### src/sv/ssfs_pkg.sv
// Types, constants and segment tables of the seven-segment frame serializer.
`default_nettype none

package ssfs_pkg;

    typedef struct packed {
        logic [7:0]  led_pattern;
        logic [15:0] display_value;
        logic [2:0]  point_enables;
    } in_item_t;

    typedef struct packed {
        logic       serial_bit;
        logic [4:0] bit_position;
        logic       latch_after;
    } out_item_t;

    localparam int FRAME_BITS = 32;

    typedef logic [FRAME_BITS-1:0] frame_t;

    localparam logic [4:0] LAST_POS = 5'd31;

    // x / 10 == (x * 52429) >> 19 for every 16-bit x.
    localparam logic [16:0] DIV10_MUL   = 17'd52429;
    localparam int          DIV10_SHIFT = 19;

    // Point segment positions in the frame.
    localparam int ONES_POINT_BIT     = 15;
    localparam int TENS_POINT_BIT     = 11;
    localparam int HUNDREDS_POINT_BIT = 31;

    // Segment pattern of a digit at the outer positions (hundreds and ones).
    function automatic logic [15:0] outer_seg(input logic [3:0] digit);
        logic [15:0] seg;
        case (digit)
            4'd0:    seg = 16'h7007;
            4'd1:    seg = 16'h4001;
            4'd2:    seg = 16'h300B;
            4'd3:    seg = 16'h600B;
            4'd4:    seg = 16'h400D;
            4'd5:    seg = 16'h600E;
            4'd6:    seg = 16'h700E;
            4'd7:    seg = 16'h4003;
            4'd8:    seg = 16'h700F;
            4'd9:    seg = 16'h600F;
            default: seg = 16'h0000;
        endcase
        return seg;
    endfunction

    // Segment pattern of a digit at the middle (tens) position.
    function automatic logic [15:0] middle_seg(input logic [3:0] digit);
        logic [15:0] seg;
        case (digit)
            4'd0:    seg = 16'h0770;
            4'd1:    seg = 16'h0410;
            4'd2:    seg = 16'h03B0;
            4'd3:    seg = 16'h06B0;
            4'd4:    seg = 16'h04D0;
            4'd5:    seg = 16'h06E0;
            4'd6:    seg = 16'h07E0;
            4'd7:    seg = 16'h0430;
            4'd8:    seg = 16'h07F0;
            4'd9:    seg = 16'h06F0;
            default: seg = 16'h0000;
        endcase
        return seg;
    endfunction

endpackage

`default_nettype wire

### src/sv/ssfs_front.sv
// Front end: accepts an item, extracts three decimal digits and assembles the frame.
`default_nettype none

module ssfs_front
    import ssfs_pkg::*;
(
    input  wire logic     clk,
    input  wire logic     rst_n,
    input  wire logic     push,
    output logic          full,
    input  wire in_item_t item,
    output logic          frame_push,
    input  wire logic     frame_full,
    output frame_t        frame
);

    typedef enum logic [1:0] {S_IDLE, S_DIV, S_REM, S_SEND} state_t;

    state_t      state_reg;
    logic [15:0] val_reg;
    logic [15:0] quot_reg;
    logic [1:0]  digit_idx_reg;
    logic [3:0]  digit_reg [3];
    logic [7:0]  led_reg;
    logic [2:0]  points_reg;

    logic [32:0] product;
    logic [15:0] quot_next;
    logic [15:0] times_ten;
    logic [15:0] remainder;
    logic [7:0]  led_order;

    assign full = (state_reg != S_IDLE);

    assign product   = 33'(val_reg) * 33'(DIV10_MUL);
    assign quot_next = 16'(product >> DIV10_SHIFT);
    assign times_ten = {quot_reg[12:0], 3'b000} + {quot_reg[14:0], 1'b0};
    assign remainder = val_reg - times_ten;

    // The upper nibble of the LED pattern is wired in reverse order.
    assign led_order = {led_reg[4], led_reg[5], led_reg[6], led_reg[7], led_reg[3:0]};

    always_comb
    begin
        frame = {outer_seg(digit_reg[2]), 16'h0000}
              | {16'h0000, middle_seg(digit_reg[1])}
              | {16'h0000, outer_seg(digit_reg[0])}
              | {4'h0, led_order, 20'h00000};
        frame[ONES_POINT_BIT]     = frame[ONES_POINT_BIT] | points_reg[0];
        frame[TENS_POINT_BIT]     = frame[TENS_POINT_BIT] | points_reg[1];
        frame[HUNDREDS_POINT_BIT] = frame[HUNDREDS_POINT_BIT] | points_reg[2];
    end

    assign frame_push = (state_reg == S_SEND) && !frame_full;

    always_ff @(posedge clk or negedge rst_n)
    begin
        if (!rst_n)
        begin
            state_reg     <= S_IDLE;
            digit_idx_reg <= 2'd0;
        end
        else
        begin
            case (state_reg)
                S_IDLE:
                begin
                    if (push)
                    begin
                        val_reg       <= item.display_value;
                        led_reg       <= item.led_pattern;
                        points_reg    <= item.point_enables;
                        digit_idx_reg <= 2'd0;
                        state_reg     <= S_DIV;
                    end
                end
                S_DIV:
                begin
                    quot_reg  <= quot_next;
                    state_reg <= S_REM;
                end
                S_REM:
                begin
                    // Digits come out ones first, then tens, then hundreds.
                    digit_reg[digit_idx_reg] <= remainder[3:0];
                    val_reg                  <= quot_reg;
                    digit_idx_reg            <= digit_idx_reg + 2'd1;
                    state_reg                <= (digit_idx_reg == 2'd2) ? S_SEND : S_DIV;
                end
                S_SEND:
                begin
                    if (!frame_full)
                    begin
                        state_reg <= S_IDLE;
                    end
                end
                default:
                begin
                    state_reg <= S_IDLE;
                end
            endcase
        end
    end

endmodule

`default_nettype wire

### src/sv/ssfs_queue.sv
// Short frame queue that decouples the front end from the serial back end.
`default_nettype none

module ssfs_queue
    import ssfs_pkg::*;
#(
    parameter int DEPTH = 2
)
(
    input  wire logic   clk,
    input  wire logic   rst_n,
    input  wire logic   wr,
    input  wire frame_t wdata,
    output logic        full,
    input  wire logic   rd,
    output frame_t      rdata,
    output logic        empty
);

    localparam int PTR_W = (DEPTH > 1) ? $clog2(DEPTH) : 1;
    localparam int CNT_W = $clog2(DEPTH + 1);

    frame_t           entry_reg [DEPTH];
    logic [PTR_W-1:0] wr_ptr_reg;
    logic [PTR_W-1:0] rd_ptr_reg;
    logic [CNT_W-1:0] count_reg;

    logic do_wr;
    logic do_rd;

    assign full  = (count_reg == CNT_W'(DEPTH));
    assign empty = (count_reg == '0);
    assign do_wr = wr && !full;
    assign do_rd = rd && !empty;
    assign rdata = entry_reg[rd_ptr_reg];

    always_ff @(posedge clk)
    begin
        if (do_wr)
        begin
            entry_reg[wr_ptr_reg] <= wdata;
        end
    end

    always_ff @(posedge clk or negedge rst_n)
    begin
        if (!rst_n)
        begin
            wr_ptr_reg <= '0;
            rd_ptr_reg <= '0;
            count_reg  <= '0;
        end
        else
        begin
            if (do_wr)
            begin
                wr_ptr_reg <= (wr_ptr_reg == PTR_W'(DEPTH - 1)) ? '0 : wr_ptr_reg + 1'b1;
            end
            if (do_rd)
            begin
                rd_ptr_reg <= (rd_ptr_reg == PTR_W'(DEPTH - 1)) ? '0 : rd_ptr_reg + 1'b1;
            end
            if (do_wr && !do_rd)
            begin
                count_reg <= count_reg + 1'b1;
            end
            else if (do_rd && !do_wr)
            begin
                count_reg <= count_reg - 1'b1;
            end
        end
    end

endmodule

`default_nettype wire

### src/sv/ssfs_back.sv
// Back end: shifts each frame out one bit per result item, least significant bit first.
`default_nettype none

module ssfs_back
    import ssfs_pkg::*;
(
    input  wire logic   clk,
    input  wire logic   rst_n,
    input  wire logic   frame_empty,
    input  wire frame_t frame,
    output logic        frame_pop,
    output logic        empty,
    input  wire logic   pop,
    output out_item_t   result
);

    frame_t     shift_reg;
    logic [4:0] pos_reg;
    logic       valid_reg;

    logic take;
    logic last;
    logic load;

    assign take = valid_reg && pop;
    assign last = (pos_reg == LAST_POS);

    // A queued frame loads as the last bit of the previous one leaves, so frames run gapless.
    assign load      = !frame_empty && (!valid_reg || (take && last));
    assign frame_pop = load;

    assign empty               = !valid_reg;
    assign result.serial_bit   = shift_reg[0];
    assign result.bit_position = pos_reg;
    assign result.latch_after  = last;

    always_ff @(posedge clk or negedge rst_n)
    begin
        if (!rst_n)
        begin
            valid_reg <= 1'b0;
            pos_reg   <= 5'd0;
        end
        else if (load)
        begin
            shift_reg <= frame;
            pos_reg   <= 5'd0;
            valid_reg <= 1'b1;
        end
        else if (take && last)
        begin
            valid_reg <= 1'b0;
        end
        else if (take)
        begin
            shift_reg <= {1'b0, shift_reg[FRAME_BITS-1:1]};
            pos_reg   <= pos_reg + 5'd1;
        end
    end

endmodule

`default_nettype wire

### src/sv/seven_segment_frame_serializer.sv
// An item's frame passes the front end's divide steps, the frame queue and the back-end shift
// register before its first bit is on the result ports. Each item gives 32 result items, one per
// cycle while pop is held; the item rate is set by the single serial shift register in the back
// end. The front end takes one item at a time (accept, three divide-by-ten steps, hand-off) and
// runs ahead through the frame queue. Reset clears all control state; no clearing pass.
`default_nettype none

module seven_segment_frame_serializer
    import ssfs_pkg::*;
#(
    parameter int FRAME_QUEUE_DEPTH = 2
)
(
    input  wire logic     clk,
    input  wire logic     rst_n,
    input  wire logic     push,
    output logic          full,
    input  wire in_item_t item,
    output logic          empty,
    input  wire logic     pop,
    output out_item_t     result
);

    logic   q_wr;
    logic   q_full;
    frame_t q_wdata;
    logic   q_rd;
    logic   q_empty;
    frame_t q_rdata;

    ssfs_front u_front (
        .clk        (clk),
        .rst_n      (rst_n),
        .push       (push),
        .full       (full),
        .item       (item),
        .frame_push (q_wr),
        .frame_full (q_full),
        .frame      (q_wdata)
    );

    ssfs_queue #(
        .DEPTH (FRAME_QUEUE_DEPTH)
    ) u_queue (
        .clk   (clk),
        .rst_n (rst_n),
        .wr    (q_wr),
        .wdata (q_wdata),
        .full  (q_full),
        .rd    (q_rd),
        .rdata (q_rdata),
        .empty (q_empty)
    );

    ssfs_back u_back (
        .clk         (clk),
        .rst_n       (rst_n),
        .frame_empty (q_empty),
        .frame       (q_rdata),
        .frame_pop   (q_rd),
        .empty       (empty),
        .pop         (pop),
        .result      (result)
    );

endmodule

`default_nettype wire

### config.mk
export PLATFORM = sky130hd
export DESIGN_NAME = seven_segment_frame_serializer
export DESIGN_NICKNAME = d
export VERILOG_FILES = /design/src/sv/ssfs_pkg.sv /design/src/sv/ssfs_front.sv /design/src/sv/ssfs_queue.sv /design/src/sv/ssfs_back.sv /design/src/sv/seven_segment_frame_serializer.sv
export SDC_FILE = /design/constraint.sdc
export NUM_CORES = 1
export LEC_CHECK = 0
export ABC_AREA = 1
export BUFFER_PORTS_ARGS = -buffer_cell sky130_fd_sc_hd__buf_2
export CORE_AREA = 10 10 166 168
export DETAILED_ROUTE_END_ITERATION = 7
export DIE_AREA = 0 0 176 178
export MAX_ROUTING_LAYER = met4
export PLACE_DENSITY = 0.66
export SYNTH_ARGS = -nofsm -noshare
export SYNTH_HDL_FRONTEND = slang
export SYNTH_SLANG_ARGS = --single-unit
### constraint.sdc
create_clock -name clk -period 15.1 [get_ports clk]
set_input_delay 1.51 -clock clk [delete_from_list [all_inputs] [get_ports clk]]
set_output_delay 1.51 -clock clk [all_outputs]
set_load 0.02 [all_outputs]
==> reports/qor.yml <==
run_status:
  outcome: "finished clean"
grt:
  antenna_found_initial: 1
  grt_pass1_vias: 8277
  top_usage_layer: "met2"
  grt_util_met2_pct: 28.37
  grt-ovfl-total: 0
  track_usage_pct: 18.15
  grt_util_met3_pct: 3.446
  use_met1_pct: 24.03
  grt_pass1_wl_um: 43180
  grt_max_degree: 69
sta:
  tns_ns: 0
  worst_slack_ns: 9.830
  tightestPinTransition_ns: 1.105
  rsz0062_at_grt: "false"
  worst_hold_slack_ns: 0.4442
  fin_crit_sh_pct: 34.90
  relSlewSlack_pct: 25.92
  setup-violations-final: 0
  drv_slew: 0
  min_period_ns: 5.270
  finalHoldViolCount: 0
  skew_ns: 0.009794
  max_freq_mhz: 189.8
clocking:
  cts-root-buf: "clkbuf_16"
  clk_pin_slew_ns: 0.07
  cts.sinks: 162
  htree_levels: 4
  clock_path_buffers: 2
  cts_tree: "done"
  ctsResizeCount: 0
  cts_inserted_buffers: 17
  insertion_delay_ns: 0.43
  postCtsSetupBuffers: 0
  ctsHoldBuffers: 0
route:
  dr_total_vias: 8122
  viasPerCell: 5.004
  drcViolationCount: 0
  routed_wirelength_um: 26180
  drtIter0Drc: 508
  antenna_left: 0
  dr.pass1.iters: 5
  wl_per_cell_um: 16.13
worst_setup_path:
  crit_chain: "ha_1 > inv_1 > fa_1 > inv_1 > fa_1 > fa_1 > fa_1 > inv_1 > fa_1 > inv_1 > ha_1 > a21oi_1 > o21ai_0 > nand2_1 > nand2_1 > a21oi_1 > nand2_1 > nand2_1 > nand2_1"
  crit_path_start: "u_front.val_reg[7]"
  cp.arrival_ns: 5.46
  crit_slowest_cell: "fa_1"
  crit_required_ns: 15.29
  worst_setup_path_end_kind: "flip-flop"
  crit_family: "adder cells"
  worst-path-buf-inv: 4
  regToRegStartpoint: "u_front.val_reg[7]"
  rrSetupSlack_ns: 9.83
  cp_slowest_stage_delay_ns: 0.56
  cp_max_fo: 5
  crit_path_start_kind: "flip-flop"
  path_class: "reg -> reg"
die:
  core_mm2: 0.02411
  die_area_mm2: 0.03133
  num_rows: 57
  die_w_um: 176
  ios: 40
  start_util_pct: 49.78
  chipHeight_um: 178
yosys:
  avgSynthCellArea_um2: 9.685
  ys_seq_area_share_pct: 39.95
  synthTopCellsByArea: "edfxtp_1, ha_1, fa_1"
  synth_compound_gate_area_share_pct: 5.870
  synth_top_area_share_pct: 37.03
  synth_cells: 1239
  synthesis.area_mm2: 0.01200
  yosysUniqueCellTypes: 31
  synthAdderAreaFrac_pct: 29.65
  synth_nets: 1507
  synth_mux_area_share_pct: 0
  synth-xor-area-share_pct: 1.314
  synth_top_family_by_area: "adder cells"
  yosysWarningCount: 0
  synthSimpleGateAreaFrac_pct: 13.69
  yosysTopAreaCell: "edfxtp_1"
  synth_seq_cells: 162
final_layout:
  final_net_count: 1553
  final_layout_size_suffix_gt1_share_pct: 6.703
  mostFrequentLayoutCell: "inv_1"
  fin_util_pct: 54.58
  final_cell_mix: "inv_1, nand2_1, ha_1"
  largest_reg_flops: 64
  area_growth_pct: 9.634
  fillers: 2204
worst_hold_path:
  worstHoldPathType: "reg -> reg"
  min_from: "u_front.led_reg[3]"
flow_run:
  max-cap-violations: 0
placed_design:
  pre_cts_slack_ns: 9.843
  io_buffers: 39
  routabilityCongestion: 0.9057
  hpwl_um: 20730
-- metrics by stage --
| step | instances | instance area (um^2) |
|---|---|---|
| after detailed placement | 1590 | 12540 |
| after CTS | 1622 | 13150 |
| final | 1623 | 13160 |
| after global routing | 1623 | 13160 |
| after floorplan | 1239 | 12000 |
| after global placement | 1590 | 12540 |
-- area by class of cell --
class,instances,area (um^2),share of cell area [%]
Antenna cell,1,2.502,0.01902
Clock buffer,17,425.4,3.233
Clock inverter,15,190.2,1.446
Inverter,271,1017,7.732
Multi-Input combinational cell,788,6081,46.22
Sequential cell,162,4795,36.44
Tap cell,324,405.4,3.081
Timing Repair Buffer,45,240.2,1.826
-- path summary, 6_finish.rpt --
kind | end | cells past startpoint
max | u_front.quot_reg[11] | 19
min | u_queue.entry_reg[1][23] | 0
max reg2reg | u_front.quot_reg[11] | 19
min reg2reg | u_queue.entry_reg[1][23] | 0
max in group asynchronous | u_back.valid_reg | 1
min in group asynchronous | u_queue.rd_ptr_reg | 1
-- synth_stat cells --
cell type  number
xnor2_1         6
a21oi_1        33
buf_6           5
edfxtp_1      148
nand3_1        27
inv_1         270
nor2_2          2
nand4_1         6
o21ai_4         1
a21o_1          5
dfrtp_1        14
ha_1          158
nor2_1        124
and2_1          1
a21boi_0        1
a32o_1          1
buf_2           7
o21bai_1        2
xor2_1         12
o31ai_1        32
nand2_1       248
clkbuf_1        3
o21ai_0        38
inv_2           1
a22o_1          1
nor3_1          7
a21oi_2         1
o21ai_1         1
buf_4           3
nor3_2          2
fa_1           79
-- kinds of logic (layout without fill, tap and decap cells) --
family,Yosys count,count (layout)
adder cells (fa/ha/maj),237,237
flip-flops,162,162
buffers and inverters,289,348
XOR/XNOR,18,18
AND/OR/NAND/NOR,417,417
AO/OA/AOI/OAI,116,116
other,0,1
-- metal layers --
layer  up-vias  wire [um]
met5         -          0
met4         0        430
met3        28       1093
met2       183      12230
met1      3861      12430
li1       4050          -
Power is not shown: default switching activity piles up to over one toggle a cycle in this logic, so the estimate is an artifact.
